**src/hdl/cpu_interrupt_exception_entry_unit_assert.svh**
```systemverilog
// assertion macros for the exception entry unit
`ifndef CPU_INTERRUPT_EXCEPTION_ENTRY_UNIT_ASSERT_SVH
`define CPU_INTERRUPT_EXCEPTION_ENTRY_UNIT_ASSERT_SVH

`ifndef SYNTH
// same-cycle implication
`define CIEU_ASSERT_SAME(lbl, clk, rst_n, ante, cons) \
    lbl: assert property (@(posedge clk) disable iff (!rst_n) (ante) |-> (cons)) \
        else $error("cieu same-cycle check failed");
// next-cycle implication
`define CIEU_ASSERT_NEXT(lbl, clk, rst_n, ante, cons) \
    lbl: assert property (@(posedge clk) disable iff (!rst_n) (ante) |=> (cons)) \
        else $error("cieu next-cycle check failed");
`else
`define CIEU_ASSERT_SAME(lbl, clk, rst_n, ante, cons)
`define CIEU_ASSERT_NEXT(lbl, clk, rst_n, ante, cons)
`endif

`endif

```
**src/hdl/cieu_pkg.sv**
```systemverilog
package cieu_pkg;

    // input operation codes
    localparam logic [1:0] OP_IRQ   = 2'd0;
    localparam logic [1:0] OP_POLL  = 2'd1;
    localparam logic [1:0] OP_VEC   = 2'd2;
    localparam logic [1:0] OP_VDATA = 2'd3;

    // result kinds
    localparam logic [2:0] K_WL = 3'd0;
    localparam logic [2:0] K_WW = 3'd1;
    localparam logic [2:0] K_RL = 3'd2;
    localparam logic [2:0] K_ST = 3'd3;
    localparam logic [2:0] K_PC = 3'd4;

    // status word bit positions
    localparam int SR_T_BIT    = 15;
    localparam int SR_S_BIT    = 13;
    localparam int SR_MASK_LSB = 8;

    localparam logic [2:0]  LEVEL_NMI   = 3'd7;
    localparam logic [31:0] LONG_BYTES  = 32'd4;
    localparam logic [31:0] WORD_BYTES  = 32'd2;

    localparam int          BASE_W          = 8;
    localparam logic [7:0]  AUTOVECTOR_BASE_DEF = 8'd24;

    // one pending exception entry, all beats worth
    typedef struct packed {
        logic        is_pc;     // vector data: single new pc beat
        logic [31:0] pc;        // pushed pc, or new pc
        logic [15:0] push_sr;
        logic [31:0] addr_l;
        logic [31:0] addr_w;
        logic [31:0] vaddr;
        logic [15:0] fin_sr;
        logic [31:0] osp;
        logic        stopc;
    } t_entry;

    // decision for one item and its effect on the state
    typedef struct packed {
        logic       has_entry;
        logic       has_pc;
        logic [2:0] nxt_pend;
        logic       nxt_await;
    } t_decide;

endpackage

```
**src/hdl/cieu_calc.sv**
```systemverilog
module cieu_calc
    import cieu_pkg::*;
#(
    parameter logic [BASE_W-1:0] AUTOVECTOR_BASE = AUTOVECTOR_BASE_DEF
) (
    input  logic [1:0]  i_op,
    input  logic [2:0]  i_level,
    input  logic [7:0]  i_vector_number,
    input  logic [31:0] i_old_pc,
    input  logic [31:0] i_cur_pc,
    input  logic [15:0] i_cur_sr,
    input  logic [31:0] i_active_sp,
    input  logic [31:0] i_other_sp,
    input  logic        i_stopped,
    input  logic        i_frozen,
    input  logic [31:0] i_read_data,
    input  logic [2:0]  i_pend,
    input  logic        i_await,
    output t_entry      o_ent,
    output t_decide     o_dec
);

    logic [2:0]  mask;
    logic        take_irq;
    logic        take_poll;
    logic        is_int;
    logic        do_entry;
    logic [2:0]  ilvl;
    logic        user;
    logic [31:0] asp;
    logic [15:0] sr_s;
    logic [31:0] vec_base;

    // interrupt acceptance
    always_comb begin
        mask      = i_cur_sr[SR_MASK_LSB +: 3];
        take_irq  = (i_op == OP_IRQ) && ((mask < i_level) || (i_level == LEVEL_NMI))
                    && !i_frozen;
        take_poll = (i_op == OP_POLL) && (i_pend != 3'd0) && (mask < i_pend) && !i_frozen;
        is_int    = take_irq || take_poll;
        do_entry  = is_int || (i_op == OP_VEC);
        ilvl      = take_irq ? i_level : i_pend;
    end

    // state effect
    always_comb begin
        o_dec.has_entry = do_entry;
        o_dec.has_pc    = (i_op == OP_VDATA) && i_await;
        if (is_int) begin
            o_dec.nxt_pend = 3'd0;
        end else if (i_op == OP_IRQ) begin
            o_dec.nxt_pend = i_level;
        end else begin
            o_dec.nxt_pend = i_pend;
        end
        if (do_entry) begin
            o_dec.nxt_await = 1'b1;
        end else if (i_op == OP_VDATA) begin
            o_dec.nxt_await = 1'b0;
        end else begin
            o_dec.nxt_await = i_await;
        end
    end

    // stack swap, pushes and vector address
    always_comb begin
        user     = !i_cur_sr[SR_S_BIT];
        asp      = user ? i_other_sp : i_active_sp;
        sr_s     = i_cur_sr | (16'd1 << SR_S_BIT);
        vec_base = {{(32-BASE_W){1'b0}}, AUTOVECTOR_BASE} + {29'd0, ilvl} - 32'd1;

        o_ent.is_pc   = (i_op == OP_VDATA);
        o_ent.stopc   = is_int && i_stopped;
        if (i_op == OP_VDATA) begin
            o_ent.pc = i_read_data;
        end else if (is_int) begin
            o_ent.pc = i_stopped ? (i_cur_pc + LONG_BYTES) : i_cur_pc;
        end else begin
            o_ent.pc = i_old_pc;
        end
        o_ent.push_sr = sr_s;
        o_ent.addr_l  = asp - LONG_BYTES;
        o_ent.addr_w  = asp - LONG_BYTES - WORD_BYTES;
        o_ent.vaddr   = is_int ? {vec_base[29:0], 2'b00} : {22'd0, i_vector_number, 2'b00};
        o_ent.osp     = user ? i_active_sp : i_other_sp;
        o_ent.fin_sr  = sr_s;
        if (is_int) begin
            o_ent.fin_sr[SR_T_BIT]           = 1'b0;
            o_ent.fin_sr[SR_MASK_LSB +: 3]   = ilvl;
        end
    end

endmodule

```
**src/hdl/cpu_interrupt_exception_entry_unit.sv**
```systemverilog
// an accepted beat is registered in the input register, and its result is loaded into the entry register
// throughput: one input beat per cycle while no results are due; an exception
// entry sends four result beats and a vector data beat one, one per cycle on the
// output port while m_axis_tready is high; the next entry loads as the last beat is taken
// reset: synchronous active low; clears pending level, outstanding vector read flag
module cpu_interrupt_exception_entry_unit
    import cieu_pkg::*;
#(
    parameter logic [BASE_W-1:0] AUTOVECTOR_BASE = AUTOVECTOR_BASE_DEF
) (
    input  logic         i_clk,
    input  logic         i_rst_n,
    input  logic         s_axis_tvalid,
    output logic         s_axis_tready,
    // level[2:0], vector_number[10:3], old_pc[42:11], cur_pc[74:43], cur_sr[90:75],
    // active_sp[122:91], other_sp[154:123], stopped[155], frozen[156],
    // read_data[188:157], zero pad[191:189]
    input  logic [191:0] s_axis_tdata,
    // operation[1:0]
    input  logic [1:0]   s_axis_tuser,
    output logic         m_axis_tvalid,
    input  logic         m_axis_tready,
    // address[31:0], data[63:32], new_sr[79:64], new_active_sp[111:80],
    // new_other_sp[143:112], stop_cleared[144], zero pad[151:145]
    output logic [151:0] m_axis_tdata,
    // kind[2:0]
    output logic [2:0]   m_axis_tuser,
    output logic         m_axis_tlast
);

`include "cpu_interrupt_exception_entry_unit_assert.svh"

    logic         r_in_v;
    logic         n_in_v;
    logic [1:0]   r_in_op;
    logic [191:0] r_in_data;
    logic [2:0]   r_pend;
    logic [2:0]   n_pend;
    logic         r_await;
    logic         n_await;
    logic         r_ent_v;
    logic         n_ent_v;
    logic [1:0]   r_idx;
    logic [1:0]   n_idx;
    t_entry       r_ent;
    t_entry       calc_ent;
    t_decide      calc_dec;

    logic s_fire;
    logic m_fire;
    logic ent_last;
    logic ent_free;
    logic produces;
    logic in_move;
    logic ent_load;

    // result for the item in the input register
    cieu_calc #(
        .AUTOVECTOR_BASE(AUTOVECTOR_BASE)
    ) u_calc (
        .i_op           (r_in_op),
        .i_level        (r_in_data[2:0]),
        .i_vector_number(r_in_data[10:3]),
        .i_old_pc       (r_in_data[42:11]),
        .i_cur_pc       (r_in_data[74:43]),
        .i_cur_sr       (r_in_data[90:75]),
        .i_active_sp    (r_in_data[122:91]),
        .i_other_sp     (r_in_data[154:123]),
        .i_stopped      (r_in_data[155]),
        .i_frozen       (r_in_data[156]),
        .i_read_data    (r_in_data[188:157]),
        .i_pend         (r_pend),
        .i_await        (r_await),
        .o_ent          (calc_ent),
        .o_dec          (calc_dec)
    );

    // handshake and flow control
    always_comb begin
        m_fire        = r_ent_v && m_axis_tready;
        ent_last      = r_ent.is_pc || (r_idx == 2'd3);
        ent_free      = !r_ent_v || (m_fire && ent_last);
        produces      = calc_dec.has_entry || calc_dec.has_pc;
        in_move       = r_in_v && (!produces || ent_free);
        ent_load      = in_move && produces;
        s_axis_tready = !r_in_v || in_move;
        s_fire        = s_axis_tvalid && s_axis_tready;
    end

    // next control state
    always_comb begin
        n_in_v  = r_in_v;
        n_pend  = r_pend;
        n_await = r_await;
        n_ent_v = r_ent_v;
        n_idx   = r_idx;
        if (s_fire) begin
            n_in_v = 1'b1;
        end else if (in_move) begin
            n_in_v = 1'b0;
        end
        if (in_move) begin
            n_pend  = calc_dec.nxt_pend;
            n_await = calc_dec.nxt_await;
        end
        if (ent_load) begin
            n_ent_v = 1'b1;
            n_idx   = 2'd0;
        end else if (m_fire) begin
            n_idx = r_idx + 2'd1;
            if (ent_last) begin
                n_ent_v = 1'b0;
            end
        end
    end

    // control registers
    always_ff @(posedge i_clk) begin
        if (!i_rst_n) begin
            r_in_v  <= 1'b0;
            r_pend  <= 3'd0;
            r_await <= 1'b0;
            r_ent_v <= 1'b0;
            r_idx   <= 2'd0;
        end else begin
            r_in_v  <= n_in_v;
            r_pend  <= n_pend;
            r_await <= n_await;
            r_ent_v <= n_ent_v;
            r_idx   <= n_idx;
        end
    end

    // payload registers
    always_ff @(posedge i_clk) begin
        if (s_fire) begin
            r_in_op   <= s_axis_tuser;
            r_in_data <= s_axis_tdata;
        end
        if (ent_load) begin
            r_ent <= calc_ent;
        end
    end

    // output beat select
    always_comb begin
        m_axis_tvalid = r_ent_v;
        m_axis_tdata  = '0;
        m_axis_tlast  = 1'b0;
        m_axis_tuser  = K_PC;
        if (r_ent.is_pc) begin
            m_axis_tuser        = K_PC;
            m_axis_tdata[63:32] = r_ent.pc;
            m_axis_tlast        = 1'b1;
        end else begin
            unique case (r_idx)
                2'd0: begin
                    m_axis_tuser        = K_WL;
                    m_axis_tdata[31:0]  = r_ent.addr_l;
                    m_axis_tdata[63:32] = r_ent.pc;
                end
                2'd1: begin
                    m_axis_tuser        = K_WW;
                    m_axis_tdata[31:0]  = r_ent.addr_w;
                    m_axis_tdata[63:32] = {16'd0, r_ent.push_sr};
                end
                2'd2: begin
                    m_axis_tuser        = K_RL;
                    m_axis_tdata[31:0]  = r_ent.vaddr;
                end
                default: begin
                    m_axis_tuser          = K_ST;
                    m_axis_tdata[79:64]   = r_ent.fin_sr;
                    m_axis_tdata[111:80]  = r_ent.addr_w;
                    m_axis_tdata[143:112] = r_ent.osp;
                    m_axis_tdata[144]     = r_ent.stopc;
                    m_axis_tlast          = 1'b1;
                end
            endcase
        end
    end

    // final beat of a run is always a state update or a new pc
    `CIEU_ASSERT_SAME(a_last_kind, i_clk, i_rst_n, m_axis_tvalid && m_axis_tlast, (m_axis_tuser == K_ST) || (m_axis_tuser == K_PC))
    // a drained entry with nothing behind it leaves the output idle
    `CIEU_ASSERT_NEXT(a_drain, i_clk, i_rst_n, m_fire && ent_last && !ent_load, !r_ent_v)
    // a stalled input item leaves the interrupt state alone
    `CIEU_ASSERT_NEXT(a_hold_state, i_clk, i_rst_n, r_in_v && !in_move, $stable(r_pend) && $stable(r_await))
    // a new entry only loads when the output side frees up
    `CIEU_ASSERT_SAME(a_load_free, i_clk, i_rst_n, ent_load && r_ent_v, m_fire && ent_last)

endmodule
```
**config.mk**
```make
export PLATFORM = sky130hd
export DESIGN_NAME = cpu_interrupt_exception_entry_unit
export DESIGN_NICKNAME = d
export VERILOG_FILES = /design/src/hdl/cieu_pkg.sv /design/src/hdl/cieu_calc.sv /design/src/hdl/cpu_interrupt_exception_entry_unit.sv
export VERILOG_INCLUDE_DIRS = /design/src /design/src/hdl
export SDC_FILE = /design/constraint.sdc
export NUM_CORES = 1
export LEC_CHECK = 0
export ABC_AREA = 1
export BUFFER_PORTS_ARGS = -buffer_cell sky130_fd_sc_hd__clkbuf_2
export CELL_PAD_IN_SITES_DETAIL_PLACEMENT = 0
export CELL_PAD_IN_SITES_GLOBAL_PLACEMENT = 1
export CORE_MARGIN = 1.5
export CORE_UTILIZATION = 35
export CTS_CLUSTER_SIZE = 8
export DETAILED_ROUTE_END_ITERATION = 8
export PLACE_DENSITY_LB_ADDON = 0.1
export SLEW_MARGIN = 10
export SYNTH_ARGS = -nofsm -noshare
export SYNTH_HDL_FRONTEND = slang
export SYNTH_SLANG_ARGS = --single-unit
```
**constraint.sdc**
```tcl
create_clock -name i_clk -period 8.22 [get_ports i_clk]
set_input_delay 0.411 -clock i_clk [delete_from_list [all_inputs] [get_ports i_clk]]
set_output_delay 0.411 -clock i_clk [all_outputs]
set_load 0.03 [all_outputs]
```
# == Yosys cells after proc, flatten, opt, wreduce, memory -nomap -nowiden ==
# Cells that the tools add are included.
# totals
reg_bits,391
in_bits,198
output_inout_bits,158
elab_cells,98
# op_classes
addsub,6
order_cmp,2
n_eq_ne,7
n_mux,27
n_bitwise,1
n_reduce_logical,37
# op_table
operator,count
2-to-1 mux 32 bit,7
2-to-1 mux 81 bit,2
one-hot mux 32 bit (3 select lines),1
one-hot mux 32 bit (2 select lines),1
"adder 32 x 3 -> 32 bit, second input constant",1
"subtractor 32 x 2 -> 32 bit, second input constant",1
"subtractor 32 x 3 -> 32 bit, second input constant",1
2-to-1 mux 3 bit,5
logical AND 1 bit,12
2-to-1 mux 10 bit,1
nonzero test 2 bit,5
2-to-1 mux 1 bit,9
"== test 2 bit, second input constant",4
logical OR 1 bit,8
"subtractor 6 x 1 -> 7 bit, second input constant",1
"adder 5 x 3 -> 6 bit, first input constant",1
less-than comparator 3 bit,2
one-hot mux 2 bit (3 select lines),1
AND reduction 2 bit,3
"== test 2 x 1 -> 1 bit, second input constant",2
zero test 1 bit,4
zero test 2 bit,2
"== test 3 bit, second input constant",1
nonzero test 3 bit,1
4 further kinds,4

# == Logic depth before layout (Yosys ltp) ==
# depth
word_depth,13
depth_mapped,20
depth_no_buf,18

# == Cells and area by module ==
# A second synthesis with hierarchy kept.
# unflattened
cells_unflattened,2019
area_unflattened_um2,19346.1
# by_module_without_submodules
mod,n_inst,cells_per_inst,area_each_um2,seq_area_each_um2
cpu_interrupt_exception_entry_unit,1,934,13969.6,11721.2
cieu_calc,1,1085,5376.4,0.0

# == Least setup slack after synthesis ==
# Ideal clock, no wire load.
# synth_path
path_type,reg2reg
from,reg r_in_data[85]
to,reg r_in_data[0] (enable)
setup_time_ns,0.542
arrival_ns,5.421
required_time_ns,7.678
path_slack_ns,2.257
path_stages_with_launch,12
n_path_buf,0
period_less_slack_ns,5.963
cell_sequence,edfxtp_1 -> ha_1 -> nand3_1 -> nand2_1 -> o31ai_1 -> nand2_1 -> nand2_1 -> inv_1 -> nand3_1 -> nand3_1 -> nand2_1 -> inv_1
# synth_via
elab_chain_cells,12
elab_cells_between_ends,15
classes_between,order compare: 2; reduce/logical: 13
# synth_lines
item,line,text
from (decl),cpu_interrupt_exception_entry_unit.sv:36,logic [191:0] r_in_data;
from (signal assigned),cpu_interrupt_exception_entry_unit.sv:138,r_in_data <= s_axis_tdata;
less-than comparator 3 bit,cieu_calc.sv:37,take_irq = (i_op == OP_IRQ) && ((mask < i_level) || (i_level == LEVEL_NMI))
logical OR 1 bit,cieu_calc.sv:37,
logical AND 1 bit,cieu_calc.sv:37,
logical AND 1 bit,cieu_calc.sv:38,&& !i_frozen;
logical OR 1 bit (*),cieu_calc.sv:40,is_int = take_irq || take_poll;
logical OR 1 bit (*),cieu_calc.sv:41,do_entry = is_int || (i_op == OP_VEC);
logical OR 1 bit (*),cpu_interrupt_exception_entry_unit.sv:83,produces = calc_dec.has_entry || calc_dec.has_pc;
zero test 1 bit (*),cpu_interrupt_exception_entry_unit.sv:84,in_move = r_in_v && (!produces || ent_free);
logical OR 1 bit (*),cpu_interrupt_exception_entry_unit.sv:84,
logical AND 1 bit (*),cpu_interrupt_exception_entry_unit.sv:84,
logical OR 1 bit (*),cpu_interrupt_exception_entry_unit.sv:86,s_axis_tready = !r_in_v || in_move;
via s_axis_tready,cpu_interrupt_exception_entry_unit.sv:14,"output logic s_axis_tready,"
logical AND 1 bit (*),cpu_interrupt_exception_entry_unit.sv:87,s_fire = s_axis_tvalid && s_axis_tready;
# Mark *: on every way through the listed nets, which the timed path passes. The rest lies on a longest branch.
# A chain may end at the register's enable or synchronous reset.

# == Worst setup path after layout ==
# layout_path
from,reg r_ent[193] (netlist bit)
to,reg r_in_data[121] (enable)
# layout_via
elab_chain_cells,7
# layout_lines
item,line,text
from (decl),cpu_interrupt_exception_entry_unit.sv:45,t_entry r_ent;
from (signal assigned),cpu_interrupt_exception_entry_unit.sv:141,r_ent <= calc_ent;
logical OR 1 bit,cpu_interrupt_exception_entry_unit.sv:81,ent_last = r_ent.is_pc || (r_idx == 2'd3);
logical AND 1 bit,cpu_interrupt_exception_entry_unit.sv:82,ent_free = !r_ent_v || (m_fire && ent_last);
logical OR 1 bit,cpu_interrupt_exception_entry_unit.sv:82,
logical OR 1 bit,cpu_interrupt_exception_entry_unit.sv:84,
logical AND 1 bit,cpu_interrupt_exception_entry_unit.sv:84,
logical OR 1 bit,cpu_interrupt_exception_entry_unit.sv:86,
logical AND 1 bit,cpu_interrupt_exception_entry_unit.sv:87,
# Every way passes these cells.

==> run summary <==
I/O pin count - 356
layout cells sized above 1 - 0.202
Post-CTS Setup Bufs - 0
register area share after synthesis - 0.611
H-tree Lvls - 2
Int Pwr - 0.00339 W
Setup Crit Path Kind - reg2reg
clk sinks - 355
most frequent cells after synthesis - nand2_1, edfxtp_1, nor2_1
fin crit period - 4.20 ns
Synth top area share - 0.601
Starting Density - 0.355
Seq pwr share - 0.473
Tightest Pin Transition - 1.05 ns
Mapped Cells - 1862
Avg Inst Size Synth - 9.31 sq um
worst vdd rail ir drop - 0.159 mV
CTS tree - built
Startpoint Class - flop
EDFF count, synth - 347
PortBufs - 345
status - complete, no violations
top-count cell post-synth - nand2_1
worst clock skew - 0.0342 ns
sw frac - 0.248
post-DR vias/cell - 4.61
Ys Warns - 0
Pwr Density - 197 nW/um^2
Distinct cells, synth - 38
full die area - 50900 sq um
Post-Syn Area - 17300 sq um
vias after detailed routing - 14100
NetSw - 0.00112 W
Gate power share - 0.109
Detailed Route WL - 52400 um
post-synthesis register bit count - 355
Synth-to-Final Area Change - 31.8%
Slew headroom - 0.303
leakage power - 9.77 nW
Max Freq - 0.238 GHz
# diodes - 0
CTS resizes - 0
row cnt - 81
Global Route Usage Sum - 0.204
DRT Pass-1 Iters - 5
Crit. End Element - flop
final std cells w/o fill - 3065
fill count - 4750
TritonCTS Buffers - 50
CP Max Fanout - 134
register area - 10600 sq um
Detailed Place HPWL - 37500 um
area leader, netlist - edfxtp_1
DR DRC count - 0
Final ANT Viol Nets - 0
Final period util - 0.511
hold buffer count at CTS - 180
Die Height - 226 um
ys async rst share - 0
Avg WL per Cell - 17.1 um
Crit path arrival time - 4.41 ns
Core Region - 48800 sq um
largest net degree at the start of global routing - 135
placed insts - 2817
area of the multi-input gates - 5670 sq um
final hold viol count - 0
first-pass GRT wire length - 78500 um
top cells by area, synth - edfxtp_1, nand2_1, nor2_1
RD Place Congestion - 0.844
total grt overflow - 0
Root Buffer - clkbuf_16
clock buffer depth - 3
unrepaired setup endpoints after global routing - no
max cap viols - 0
Starting DRT DRC Count - 990
Slew Viols, Final - 0
Clock transition at path regs - 0.06 ns
Hold Path Class - in2reg
setup_tns - 0 ns
initial antenna violation count - 1
Clk pwr share - 0.418
clk_lat worst skew - 0.60 ns
main flop type after synthesis - edfxtp_1
Final setup violation count - 0
Req. time, crit path - 8.43 ns
# nets final - 2597
vias in the first global route - 13500
die width - 226 um
-- logic make-up (layout without fill, tap and decap cells) --
family,Yosys count,in the layout,share of synthesized area
DFF,355,355,0.611
and+or+nand+nor,987,987,0.233
adders and majority gates,14,14,0.0101
other,1,7,0.000216
buffers and inverters,267,800,0.0642
AOI/OAI and AO/OA,193,193,0.0589
xor gates and xnor gates,45,45,0.0227
-- path summary, 6_finish.rpt --
| path | startpoint | to | slack, ns | cells after the start |
|---|---|---|---|---|
| hold / removal | s_axis_tdata[21] | r_in_data[21]$_DFFE_PP_ | 0.03 | 1 |
| setup reg to reg | r_ent[193]$_DFFE_PP_ | r_in_data[121]$_DFFE_PP_ | 4.02 | 8 |
| hold reg to reg | r_in_data[89]$_DFFE_PP_ | r_ent[159]$_DFFE_PP_ | 0.41 | 0 |
| setup / recovery | r_ent[193]$_DFFE_PP_ | r_in_data[121]$_DFFE_PP_ | 4.02 | 8 |
-- routing by layer --
metal  up-vias  wire, um  global-route usage
met1      6586     26300               0.312
met4         2      1170              0.0598
met5         -        12                   0
met2       391     22300               0.298
li1       7084         -                   -
met3        75      2680              0.0296
-- flip-flops by register name (all words and copies together) (netlist names) --
signal	flops
r_in_v	1
r_pend	3
m_axis_tvalid	1
r_in_data	189
r_in_op	2
r_idx	2
r_ent	156
r_await	1
-- final cells by class --
type,instances,share of cell area
inverters,195,0.0328
flip-flops and latches,355,0.463
multi-input cells,1246,0.248
repair buffers,537,0.158
clock buffers,64,0.0580
clock inverters,4,0.00301
well taps,664,0.0364
-- placed cells by master (no fill, tap or decap), drive strengths merged, types with 2 or more instances in the layout --
cell,netlist,routed
dfxtp,8,8
nor2,256,256
a21oi,33,33
nand2,636,636
or2,2,2
nand3b,2,2
xnor2,11,11
clkinv,0,4
nor3,8,8
edfxtp,347,347
inv,195,195
o21ai,138,138
nand4,17,17
clkbuf,49,409
dlygate4sd3,0,180
o211ai,16,16
xor2,34,34
buf,23,12
nand3,63,63
a31oi,3,3
conb,1,7
ha,14,14
-- critical path: stages, from the launching register on --
cell and delay (ns):
edfxtp_1 0.31, buf_4 0.73, nor2_1 0.42, o21ai_0 0.39, inv_1 0.10, nand3_1 0.13, nand2_1 0.16, inv_8 0.69
buf_4 0.73
-- power by group through the flow --
stage | clock network, W | registers (W) | logic [W]
6_report | 0.00189 | 0.00213 | 0.000491
4_1_cts | 0.00194 | 0.00213 | 0.000497
5_1_grt | 0.00200 | 0.00214 | 0.000546
3_3_place_gp | 0 | 0.00216 | 0.000423
3_5_place_dp | 0 | 0.00217 | 0.000426
2_1_floorplan | 0 | 0.00216 | 0.000270
-- metrics by stage --
stage	hold slack (ns)	utilization	cell area [sq um]	total power (W)	setup slack, ns
6_report	0.0289	0.468	22800	0.00451	4.02
5_1_grt	0.00833	0.468	22800	0.00469	3.64
4_1_cts	0.00312	0.468	22800	0.00457	3.89
3_5_place_dp	0.405	0.402	19600	0.00259	3.93
3_3_place_gp	0.401	0.402	19600	0.00259	3.96
2_1_floorplan	0.400	-	17400	0.00243	2.26
(Power assumes the default switching activity.)
